`src/rtl/mmtm_pkg.sv`:
```
// Package for the trimmed-mean averager: shared constants and the
// command and status structs between controller and datapath.
// Depends on nothing; used by every module of the block.
`default_nettype none

package mmtm_pkg;

    // Width and reset value of the batch size register.
    localparam int SAMPLE_COUNT_W     = 7;
    localparam int SAMPLE_COUNT_RESET = 20;

    // Default parameter values for the top level.
    localparam int DEF_MAX_SAMPLES = 64;
    localparam int DEF_SAMPLE_BITS = 10;

    // Fraction bits of the result and the batch size from which the
    // least and greatest samples are dropped.
    localparam int FRAC_BITS      = 8;
    localparam int TRIM_THRESHOLD = 5;

    // Commands from the controller to the datapath.
    typedef struct packed {
        logic accept;   // take the sample on the input into the batch
        logic load;     // start the divide and clear the batch
        logic step;     // one quotient bit
        logic emit;     // write the quotient into the output register
    } mmtm_cmd_t;

    // Status from the datapath to the controller.
    typedef struct packed {
        logic last;       // the sample on the input closes the batch
        logic div_last;   // the current step yields the final quotient bit
        logic out_busy;   // the output register holds an item not yet taken
    } mmtm_status_t;

endpackage

`default_nettype wire

```
`src/rtl/mmtm_ctrl.sv`:
```
// Controller of the trimmed-mean averager: sequences gathering,
// divide and output of one batch.
// Depends on mmtm_pkg.
`default_nettype none

module mmtm_ctrl (
    input  wire                  clk,
    input  wire                  rst_n,
    input  wire                  in_valid,
    output logic                 in_ready,
    input  wire mmtm_pkg::mmtm_status_t status,
    output mmtm_pkg::mmtm_cmd_t    cmd
);

    typedef enum logic [1:0] {
        S_IDLE,
        S_LOAD,
        S_DIV,
        S_DONE
    } state_t;

    state_t state_reg;
    state_t state_next;
    logic   ready_reg;
    logic   ready_next;

    always_comb
    begin
        state_next = state_reg;
        cmd        = '0;
        unique case (state_reg)
            S_IDLE:
            begin
                cmd.accept = in_valid;
                if (in_valid && status.last)
                begin
                    state_next = S_LOAD;
                end
            end
            S_LOAD:
            begin
                cmd.load   = 1'b1;
                state_next = S_DIV;
            end
            S_DIV:
            begin
                cmd.step = 1'b1;
                if (status.div_last)
                begin
                    state_next = S_DONE;
                end
            end
            S_DONE:
            begin
                if (!status.out_busy)
                begin
                    cmd.emit   = 1'b1;
                    state_next = S_IDLE;
                end
            end
            default:
            begin
                state_next = S_IDLE;
            end
        endcase
        ready_next = (state_next == S_IDLE);
    end

    always_ff @(posedge clk or negedge rst_n)
    begin
        if (!rst_n)
        begin
            state_reg <= S_IDLE;
            ready_reg <= 1'b1;
        end
        else
        begin
            state_reg <= state_next;
            ready_reg <= ready_next;
        end
    end

    // The input is open only in the gathering state.
    assign in_ready = ready_reg;

endmodule

`default_nettype wire

```
`src/rtl/mmtm_datapath.sv`:
```
// Datapath of the trimmed-mean averager: batch sum, least and greatest
// sample, a bit-serial restoring divider and the output register.
// Depends on mmtm_pkg.
`default_nettype none

module mmtm_datapath #(
    parameter int MAX_SAMPLES = mmtm_pkg::DEF_MAX_SAMPLES,
    parameter int SAMPLE_BITS = mmtm_pkg::DEF_SAMPLE_BITS
) (
    input  wire                                            clk,
    input  wire                                            rst_n,
    input  wire                                            cfg_we,
    input  wire  [mmtm_pkg::SAMPLE_COUNT_W-1:0]            cfg_wdata,
    input  wire  [SAMPLE_BITS-1:0]                         sample,
    input  wire  mmtm_pkg::mmtm_cmd_t                      cmd,
    output mmtm_pkg::mmtm_status_t                         status,
    output logic [SAMPLE_BITS+mmtm_pkg::FRAC_BITS-1:0]     average_q8,
    output logic                                           out_valid,
    input  wire                                            out_ready
);

    localparam int FB     = mmtm_pkg::FRAC_BITS;
    localparam int CFG_W  = mmtm_pkg::SAMPLE_COUNT_W;
    localparam int CNT_W  = $clog2(MAX_SAMPLES + 1);
    localparam int CW     = (CNT_W > CFG_W) ? CNT_W : CFG_W;
    localparam int SUM_W  = SAMPLE_BITS + $clog2(MAX_SAMPLES);
    localparam int DVD_W  = SUM_W + FB;
    localparam int OUT_W  = SAMPLE_BITS + FB;
    localparam int STEP_W = $clog2(DVD_W + 1);

    logic [CFG_W-1:0]       sample_count_reg;
    logic [SUM_W-1:0]       sum_reg;
    logic [SAMPLE_BITS-1:0] least_reg;
    logic [SAMPLE_BITS-1:0] greatest_reg;
    logic [CNT_W-1:0]       taken_reg;
    logic [DVD_W-1:0]       quo_reg;
    logic [CNT_W-1:0]       rem_reg;
    logic [CNT_W-1:0]       div_reg;
    logic                   trim_reg;
    logic [STEP_W-1:0]      step_reg;
    logic [OUT_W-1:0]       avg_reg;
    logic                   out_valid_reg;

    logic [CW-1:0]    eff_count;
    logic [CW:0]      taken_plus;
    logic             trim;
    logic [SUM_W-1:0] kept;
    logic [CNT_W:0]   trial;
    logic             fits;
    logic [CNT_W:0]   diff;

    // Batch size in force: zero acts as one, anything above the bound as the bound.
    always_comb
    begin
        if (sample_count_reg == '0)
        begin
            eff_count = CW'(1);
        end
        else if (CW'(sample_count_reg) > CW'(MAX_SAMPLES))
        begin
            eff_count = CW'(MAX_SAMPLES);
        end
        else
        begin
            eff_count = CW'(sample_count_reg);
        end
    end

    assign taken_plus = {1'b0, CW'(taken_reg)} + (CW + 1)'(1);
    assign trim       = (taken_reg >= CNT_W'(mmtm_pkg::TRIM_THRESHOLD));
    assign kept       = sum_reg - SUM_W'(least_reg) - SUM_W'(greatest_reg);

    // One restoring divide step: bring down the next dividend bit.
    assign trial = {rem_reg, quo_reg[DVD_W-1]};
    assign fits  = (trial >= {1'b0, div_reg});
    assign diff  = trial - {1'b0, div_reg};

    assign status.last     = (taken_plus >= {1'b0, eff_count});
    assign status.div_last = (step_reg == STEP_W'(1));
    assign status.out_busy = out_valid_reg;

    always_ff @(posedge clk or negedge rst_n)
    begin
        if (!rst_n)
        begin
            sample_count_reg <= CFG_W'(mmtm_pkg::SAMPLE_COUNT_RESET);
            sum_reg          <= '0;
            least_reg        <= '0;
            greatest_reg     <= '0;
            taken_reg        <= '0;
            step_reg         <= '0;
            out_valid_reg    <= 1'b0;
        end
        else
        begin
            if (cfg_we)
            begin
                sample_count_reg <= cfg_wdata;
            end
            if (cmd.accept)
            begin
                sum_reg   <= sum_reg + SUM_W'(sample);
                taken_reg <= taken_reg + CNT_W'(1);
                if (taken_reg == '0 || sample < least_reg)
                begin
                    least_reg <= sample;
                end
                if (taken_reg == '0 || sample > greatest_reg)
                begin
                    greatest_reg <= sample;
                end
            end
            else if (cmd.load)
            begin
                sum_reg      <= '0;
                least_reg    <= '0;
                greatest_reg <= '0;
                taken_reg    <= '0;
            end
            if (cmd.load)
            begin
                step_reg <= STEP_W'(DVD_W);
            end
            else if (cmd.step)
            begin
                step_reg <= step_reg - STEP_W'(1);
            end
            if (cmd.emit)
            begin
                out_valid_reg <= 1'b1;
            end
            else if (out_ready)
            begin
                out_valid_reg <= 1'b0;
            end
        end
    end

    // Divider and output payload.
    always_ff @(posedge clk)
    begin
        if (cmd.load)
        begin
            trim_reg <= trim;
            rem_reg  <= '0;
            if (trim)
            begin
                quo_reg <= {kept, FB'(0)};
                div_reg <= taken_reg - CNT_W'(2);
            end
            else
            begin
                quo_reg <= DVD_W'(sum_reg);
                div_reg <= taken_reg;
            end
        end
        else if (cmd.step)
        begin
            quo_reg <= {quo_reg[DVD_W-2:0], fits};
            rem_reg <= fits ? diff[CNT_W-1:0] : trial[CNT_W-1:0];
        end
        if (cmd.emit)
        begin
            if (trim_reg)
            begin
                avg_reg <= quo_reg[OUT_W-1:0];
            end
            else
            begin
                avg_reg <= {quo_reg[SAMPLE_BITS-1:0], FB'(0)};
            end
        end
    end

    assign average_q8 = avg_reg;
    assign out_valid  = out_valid_reg;

`ifndef SYNTHESIS
    a_taken_bound: assert property (@(posedge clk) disable iff (!rst_n)
        taken_reg <= CNT_W'(MAX_SAMPLES))
        else $error("batch count beyond its bound");

    a_min_le_max: assert property (@(posedge clk) disable iff (!rst_n)
        taken_reg != '0 |-> least_reg <= greatest_reg)
        else $error("least sample above greatest sample");

    a_no_overwrite: assert property (@(posedge clk) disable iff (!rst_n)
        cmd.emit |-> !out_valid_reg)
        else $error("result written over an untaken item");

    a_rem_below_div: assert property (@(posedge clk) disable iff (!rst_n)
        (step_reg != '0 && $past(step_reg) != '0) |-> rem_reg < div_reg)
        else $error("divider remainder not below divisor");
`endif

endmodule

`default_nettype wire

```
`src/rtl/min_max_trimmed_mean_top.sv`:
```
// Top level of the trimmed-mean averager: controller plus datapath.
// Depends on mmtm_pkg, mmtm_ctrl and mmtm_datapath.
//
// Usage:
//   The slave channel (s_tvalid, s_tready, s_tdata) carries one converter
//   sample per item. After sample_count samples (zero acts as one, values
//   above MAX_SAMPLES act as MAX_SAMPLES) the block emits one average on
//   the master channel (m_tvalid, m_tready, m_tdata) and starts a new batch.
//   Batches of five or more drop one least and one greatest sample and
//   divide the rest by count minus two; smaller batches give the integer
//   mean. The result is unsigned fixed point with FRAC_BITS fraction bits.
//   sample_count is written through cfg_we and cfg_wdata while idle.
// Sequence:
//   A sample that does not close its batch leaves the input open, so such
//   items may arrive back to back. A closing sample is followed by a load
//   state, then one divide step per bit of the dividend in the bit-serial
//   divider (SAMPLE_BITS + log2(MAX_SAMPLES) + 8 bits, 24 by default), then
//   the write of the output register once that register is free: only then
//   is the input open to the next sample.
// Reset and stalls:
//   Reset clears the batch and loads sample_count with 20. When the
//   receiver stalls, samples of the next batch are still taken until it
//   closes; its result then waits, with the input held off, until the
//   output register has been read.
`default_nettype none

module min_max_trimmed_mean_top #(
    parameter int MAX_SAMPLES = mmtm_pkg::DEF_MAX_SAMPLES,
    parameter int SAMPLE_BITS = mmtm_pkg::DEF_SAMPLE_BITS
) (
    input  wire                                     clk,
    input  wire                                     rst_n,
    // Batch size register.
    input  wire                                     cfg_we,
    input  wire  [mmtm_pkg::SAMPLE_COUNT_W-1:0]     cfg_wdata,
    // Sample input.
    input  wire                                     s_tvalid,
    output logic                                    s_tready,
    input  wire  [((SAMPLE_BITS+7)/8)*8-1:0]        s_tdata,   // sample
    // Average output.
    output logic                                    m_tvalid,
    input  wire                                     m_tready,
    output logic [((SAMPLE_BITS+mmtm_pkg::FRAC_BITS+7)/8)*8-1:0] m_tdata  // average_q8
);

    localparam int OUT_W  = SAMPLE_BITS + mmtm_pkg::FRAC_BITS;
    localparam int OUT_TW = ((OUT_W + 7) / 8) * 8;

    mmtm_pkg::mmtm_cmd_t    cmd;
    mmtm_pkg::mmtm_status_t status;
    logic [OUT_W-1:0]       average_q8;

    // The controller only sequences; all arithmetic lives in the datapath.
    mmtm_ctrl u_ctrl (
        .clk      (clk),
        .rst_n    (rst_n),
        .in_valid (s_tvalid),
        .in_ready (s_tready),
        .status   (status),
        .cmd      (cmd)
    );

    // Bits of s_tdata above SAMPLE_BITS are padding and are ignored.
    mmtm_datapath #(
        .MAX_SAMPLES (MAX_SAMPLES),
        .SAMPLE_BITS (SAMPLE_BITS)
    ) u_datapath (
        .clk        (clk),
        .rst_n      (rst_n),
        .cfg_we     (cfg_we),
        .cfg_wdata  (cfg_wdata),
        .sample     (s_tdata[SAMPLE_BITS-1:0]),
        .cmd        (cmd),
        .status     (status),
        .average_q8 (average_q8),
        .out_valid  (m_tvalid),
        .out_ready  (m_tready)
    );

    // The average sits in the low bits; the pad up to whole bytes is zero.
    assign m_tdata = OUT_TW'(average_q8);

endmodule

`default_nettype wire

```
`config.mk`:
```
export PLATFORM = sky130hd
export DESIGN_NAME = min_max_trimmed_mean_top
export DESIGN_NICKNAME = d
export VERILOG_FILES = /design/src/rtl/mmtm_pkg.sv /design/src/rtl/mmtm_ctrl.sv /design/src/rtl/mmtm_datapath.sv /design/src/rtl/min_max_trimmed_mean_top.sv
export SDC_FILE = /design/constraint.sdc
export NUM_CORES = 1
export LEC_CHECK = 0
export BUFFER_PORTS_ARGS = -buffer_cell sky130_fd_sc_hd__clkbuf_2
export CORE_MARGIN = 2
export CORE_UTILIZATION = 55
export CTS_CLUSTER_SIZE = 16
export DETAILED_ROUTE_END_ITERATION = 7
export GPL_ROUTABILITY_DRIVEN = 0
export GPL_TIMING_DRIVEN = 1
export PLACE_DENSITY_LB_ADDON = 0.3
export RECOVER_POWER = 50
export SYNTH_ARGS = -nofsm -noshare
export SYNTH_HDL_FRONTEND = slang
export SYNTH_SLANG_ARGS = --single-unit
```
`constraint.sdc`:
```
create_clock -name clk -period 2.3 [get_ports clk]
set_clock_uncertainty 0.05 [all_clocks]
set_input_delay 0.115 -clock clk [delete_from_list [all_inputs] [get_ports clk]]
set_output_delay 0.115 -clock clk [all_outputs]
set_load 0.005 [all_outputs]
```
==> flow_metrics.tcl, run 1 <==
set metrics [dict create \
    drt_first_pass_iters 5 \
    vias 6676 \
    die_w_um 121 \
    violations "capacitance limit, slew limit, setup timing" \
    portBuffers 41 \
    drtIter0Drc 635 \
    hold_viol 0 \
    endpoint_kind "flip-flop" \
    cts_tree "done" \
    cpMaxStageDelayCell "fa_2" \
    viasPerCell 6.04 \
    synth_mux_area_share_pct 3.36 \
    yosys.area.top_type "edfxtp_1" \
    pin_count 54 \
    drv_slew 60 \
    seqCellArea_um2 3120 \
    crit_start "u_datapath.greatest_reg[4]$_DFFE_PN0P_" \
    cp_cell_sequence "inv_2 -> fa_2 -> ha_4 -> a21oi_4 -> o21ai_1 -> a31o_4 -> a2111oi_4 -> xnor2_1 -> o2bb2ai_1" \
    period_share_pct 117 \
    fin_crit_ns 2.70 \
    cpPeakStageDelay_ns 0.61 \
    first_global_vias 6494 \
    wl_per_cell_um 18.8 \
    yosys_warnings 0 \
    max_slew_margin_pct -5.20 \
    rsz0062_at_grt "yes" \
    syn_avg_cell_area_um2 10.1 \
    initial_core_util_pct 56.6 \
    worstSetupStartpointType "flip-flop" \
    rr_endpoint "u_datapath.quo_reg[23]$_DFFE_PP_" \
    ys_async_sr_fraction_pct 50.9 \
    dp_slack_ns -0.329 \
    ys_ff_latch 116 \
    maxCapViolCount 1 \
    required_ns 2.41 \
    synth_top_family_by_area "compound AO/OA/AOI/OAI gates" \
    synthFlopType "dfrtp_1" \
    cts_buffer_depth 2 \
    die_y_um 121 \
    hold_path.class "in2reg" \
    endpoint "u_datapath.quo_reg[23]$_DFFE_PP_" \
    cts-root-buf "clkbuf_16" \
    yosysMostFrequentCell "nand2_1" \
    multi_input_area_um2 4470 \
    r2r-start "u_datapath.greatest_reg[4]$_DFFE_PN0P_" \
    cts_made_buffers 17 \
    max_freq_ghz 0.370 \
    htree_levels 4 \
    setup_viol_count_final 18 \
    grt.overflow.total 0 \
    grt_pass1_wl_mm 32.3 \
    synth_top_area_share_pct 20.0 \
    path_class "reg2reg" \
    clk_latency_ns 0.42 \
    drtAntennaViolNets 0 \
    fillers 828 \
    drcViolationCount 0 \
    synthAdderAreaFrac_pct 14.7 \
    num_antenna_cells 0 \
    reg2reg_depth 9 \
    worst_pin_slew_ns 1.58 \
    synth_area_leaders "edfxtp_1 (20%), dfrtp_1 (19%), ha_1 (11%)" \
    synth_compound_area_share_pct 18.8 \
    fin_nets 1026 \
    ys_types 71 \
    synth_edf_count 50 \
    hpwl_mm 13.4 \
    reg2reg_slack_ns -0.40 \
    setup-tns-final_ns -3.79 \
    antenna_found_initial 0 \
    cts.sinks 116 \
    synthTopCellsByCount "nand2_1 (80), ha_1 (69), dfrtp_1 (56)" \
    netlist_instances 747 \
    synthXorXnorAreaFrac_pct 3.26 \
    fp.coreArea_um2 13300 \
    num_rows 42 \
    syn_area_um2 7520 \
    clk_pin_slew_ns 0.05 \
    synthSimpleGateAreaFrac_pct 13.3 \
    setup_ws_ns -0.400 \
    die_area_um2 14600 \
    drt-total-wl_mm 20.8 \
    cp.arrival_ns 2.81 \
    ys_seq_area_share_pct 41.5 \
    grt_usage_pct 28.5 \
    critPathMaxFanout 5 \
    drive_above_1_share_pct 32.0 \
    syn2layout_area_growth_pct 32.6 \
    grt_max_degree 60 \
    status "finished with violations" \
    largest_reg_flops 24 \
]
## cells by family after synthesis
kind of cell,Yosys count
buf+inv,88
other cells,1
compound gates,200
flops,116
mux,23
fa+ha+maj,81
simple gates,210
xor+xnor,28
## what timing repair did
| action | in CTS | in global routing |
|---|---|---|
| setup buffers | 5 | 21 |
| endpoints found under the setup margin | 31 | 54 |
| hold buffers | 18 | 0 |
| pin swaps | 19 | 31 |
| resized for setup | 31 | 56 |
| endpoints found under the hold margin | 71 | 0 |
## worst max-delay path, delay by kind of cell, from the launching register on
family / cells / cell delay (ns)
flip-flops: 1 / 0.37
AO/OA/AOI/OAI: 5 / 0.94
adder cells (fa/ha/maj): 2 / 0.84
buffers and inverters: 1 / 0.07
XOR/XNOR: 1 / 0.16
## area by class of cell
cell class	instances	share of cell area (%)
Tap cell	176	2.21
Timing Repair Buffer	182	13.5
Inverter	52	1.96
Multi-Input combinational cell	548	44.9
Clock inverter	12	1.62
Sequential cell	116	31.3
Clock buffer	20	4.48
## cell usage in the layout, fill, tap and decap left out, drive strengths merged, types with 10 or more instances in the layout
cell type / instances
buf: 120
nand2: 80
ha: 69
clkbuf: 64
dfrtp: 56
inv: 51
edfxtp: 50
o21ai: 36
nor2: 34
a21oi: 33
nand3: 27
o2bb2ai: 23
a21o: 20
dlygate4sd3: 18
mux2: 18
xnor2: 17
o211ai: 15
and2: 13
a211oi: 13
nor3: 12
a31oi: 12
fa: 12
xor2: 11
nand2b: 10
## how the worst min path moves through the flow
stage / to / cells past startpoint / from
2_1_floorplan: u_ctrl.state_reg[0]$_DFF_PN0_ / 0 / rst_n
3_3_place_gp: u_datapath.out_valid$_DFFE_PN0P_ / 2 / m_tready
3_5_place_dp: u_datapath.out_valid$_DFFE_PN0P_ / 2 / m_tready
4_1_cts: u_datapath.least_reg[1]$_DFFE_PN0P_ / 3 / s_tdata[1]
5_1_grt: u_datapath.least_reg[1]$_DFFE_PN0P_ / 3 / s_tdata[1]
6_report: u_datapath.least_reg[1]$_DFFE_PN0P_ / 3 / s_tdata[1]
## stage by stage
stage / utilization (%) / std cells / area [um2] / hold slack [ns]
floorplan: - / 752 / 7650 / -0.231
CTS: 72.1 / 1085 / 9580 / 0.00685
detailed placement: 64.9 / 1030 / 8630 / 0.243
global placement: 64.9 / 1030 / 8630 / 0.240
finish: 75.0 / 1106 / 9970 / 0.0200
global route: 75.0 / 1106 / 9970 / 0.0393
## routing by layer
metal  vias up  share of wire, %  GRT usage, %
li1       3058                 -             -
met1      3222                42          36.4
met2       321                48          45.9
met3        75               6.3          6.39
met4         0               3.9          13.5
met5         -                 0             0
Power of run 1 is left out: the tool's default activity adds up to more than one toggle a clock period on the data nets, which glitch-free logic cannot reach.
==> run 2, diff against run 1 <==
- SYNTH_HIERARCHICAL: not set -> 1
==> flow_metrics.tcl, run 2 <==
set metrics [dict create \
    portBuffers 41 \
    postPlaceCellArea_um2 8740 \
    cts_buffer_depth 2 \
    num_antenna_cells 0 \
    num_rows 42 \
    cts.sinks 116 \
    final_cell_mix "buf_4 (109), nand2_1 (83), dfrtp_1 (55)" \
    htree_levels 4 \
    ys_ff_latch 116 \
    r2r-start "u_datapath/least_reg[5]$_DFFE_PN0P_" \
    die_y_um 121 \
    fin_nets 1025 \
    ys_seq_area_share_pct 41.6 \
    clk_latency_ns 0.42 \
    yosysMostFrequentCell "nand2_1" \
    pin_count 54 \
    die_w_um 121 \
    drtAntennaViolNets 0 \
    critPathMaxFanout 5 \
    drtIter0Drc 561 \
    fp.coreArea_um2 13300 \
    final_util_pct 73.9 \
    path_class "reg2reg" \
    layout.cells.non_filler 1110 \
    maxCapViolCount 0 \
    synth_top_family_by_area "compound AO/OA/AOI/OAI gates" \
    period_share_pct 112 \
    hold_viol 0 \
    rr_endpoint "u_datapath/quo_reg[19]$_DFFE_PP_" \
    hold_path.class "in2reg" \
    dp.cells 1047 \
    first_global_vias 6386 \
    violations "setup timing" \
    max_freq_ghz 0.389 \
    yosys_warnings 6 \
    vias 6465 \
    syn2layout_area_growth_pct 30.9 \
    cp.arrival_ns 2.69 \
    hp-start "cfg_we" \
    antenna_found_initial 0 \
    setup-tns-final_ns -2.88 \
    drv_slew 0 \
    drcViolationCount 0 \
    cts_made_buffers 17 \
    hold_depth 2 \
    reg2reg_depth 9 \
    largest_reg_flops 24 \
    status "finished with violations" \
    ys_types 68 \
    initial_core_util_pct 56.4 \
    setup_ws_ns -0.273 \
    synthAdderAreaFrac_pct 13.9 \
    grt.overflow.total 0 \
    synth_top_area_share_pct 20.0 \
    grt_usage_pct 27.0 \
    drt-total-wl_mm 19.9 \
    yosys.area.top_type "edfxtp_1" \
    viasPerCell 5.82 \
    synth_compound_area_share_pct 17.4 \
    max_slew_margin_pct 18.8 \
    die_area_um2 14600 \
    drive_above_1_share_pct 29.8 \
    cts-root-buf "clkbuf_16" \
    synthSimpleGateAreaFrac_pct 14.1 \
    rsz0062_at_grt "yes" \
    fin_crit_ns 2.57 \
    required_ns 2.42 \
    synth_mux_area_share_pct 2.64 \
    netlist_instances 753 \
    fillers 881 \
    layout_commonest_cell "buf_4" \
    grt_pass1_wl_mm 30.8 \
    worstSetupStartpointType "flip-flop" \
    endpoint_kind "flip-flop" \
    ys_async_sr_fraction_pct 50.9 \
    drt_first_pass_iters 6 \
    clk_pin_slew_ns 0.06 \
    wl_per_cell_um 17.9 \
    design_area_um2 9820 \
    synth_edf_count 50 \
    synthTopCellsByCount "nand2_1 (86), ha_1 (64), dfrtp_1 (56), inv_1 (56), edfxtp_1 (50)" \
    grt_max_degree 53 \
    crit_start "u_datapath/least_reg[5]$_DFFE_PN0P_" \
    synthFlopType "dfrtp_1" \
    setup_viol_count_final 15 \
    syn_area_um2 7500 \
    endpoint "u_datapath/quo_reg[19]$_DFFE_PP_" \
    worst_pin_slew_ns 1.22 \
    hpwl_mm 13.2 \
    synthXorXnorAreaFrac_pct 4.79 \
    reg2reg_slack_ns -0.27 \
    synth_area_leaders "edfxtp_1 (20%), dfrtp_1 (19%), ha_1 (11%)" \
    syn_avg_cell_area_um2 9.96 \
    cts_tree "done" \
]
run 2: cell types whose count changed after synthesis, moves of 8 or more:
| cell | previous run | this run |
|---|---|---|
| and2_1 | 12 | 22 |
| a221o_1 | 1 | 10 |
| nor2_1 | 34 | 47 |
| xnor2_1 | 17 | 25 |
| a22o_1 | 1 | 12 |
| o2bb2ai_1 | 23 | 13 |
| nand3_1 | 27 | 15 |
run 2: worst min-delay path by stage:
stage | endpoint | slack, ns
floorplan | u_ctrl/state_reg[0]$_DFF_PN0_ | -0.23
global placement | u_datapath/sum_reg[1]$_DFFE_PN0P_ | 0.06
detailed placement | u_datapath/sum_reg[0]$_DFFE_PN0P_ | 0.07
CTS | u_datapath/sample_count_reg[1]$_DFFE_PN0P_ | 0.02
global route | u_datapath/sample_count_reg[2]$_DFFE_PN1P_ | 0.06
finish | u_datapath/sample_count_reg[5]$_DFFE_PN0P_ | 0.04
run 2: repair_timing:
action                                  CTS  global route
pin swaps                                24            24
buffers inserted                          3            11
hold endpoints to repair                 32             0
hold buffers                             19             0
gates cloned                              0             2
resized for setup                        24            39
endpoints found under the setup margin   29            50
run 2: metal layers:
metal / part of all wire (%) / vias to the layer above / GRT usage (%) / routed length [um]
li1: - / 3009 / - / -
met1: 43 / 3127 / 34.7 / 8460
met2: 49 / 283 / 45.5 / 9720
met3: 5.8 / 46 / 4.81 / 1160
met4: 2.6 / 0 / 10.3 / 521
met5: 0 / - / 0 / 0
run 2: cell families (layout without fill, tap and decap cells):
| kind of cell | Yosys count | count (layout) |
|---|---|---|
| and+or+nand+nor | 222 | 223 |
| AOI/OAI and AO/OA | 182 | 183 |
| DFF | 116 | 116 |
| buffers and inverters | 97 | 271 |
| adders and majority gates | 76 | 76 |
| xor gates and xnor gates | 41 | 41 |
| muxes | 18 | 18 |
| other | 1 | 6 |
run 2: layout make-up:
type	count	area, um2	share of cell area (%)
Timing Repair Buffer	182	1290	13.2
Tap cell	176	220	2.24
Sequential cell	116	3120	31.8
Inverter	57	218	2.22
Multi-Input combinational cell	547	4400	44.8
Clock buffer	17	425	4.33
Clock inverter	15	140	1.43
run 2: worst max-delay path, cell delays in order, from the launching register on:
cell and delay [ns]:
dfrtp_1 0.38, inv_2 0.06, fa_1 0.60, ha_4 0.23, buf_4 0.14, and2_4 0.15, a31o_4 0.26, a211oi_2 0.21
xnor2_1 0.15, o2bb2ai_1 0.07
run 2: stage by stage:
stage                     worst slack [ns]  hold WS, ns
final                               -0.273       0.0397
after detailed placement            -0.279       0.0737
after floorplan                     -0.124       -0.231
after global routing                -0.396       0.0573
after CTS                           -0.244       0.0212
after global placement              -0.216       0.0594
Power of run 2 is left out for the same reason.
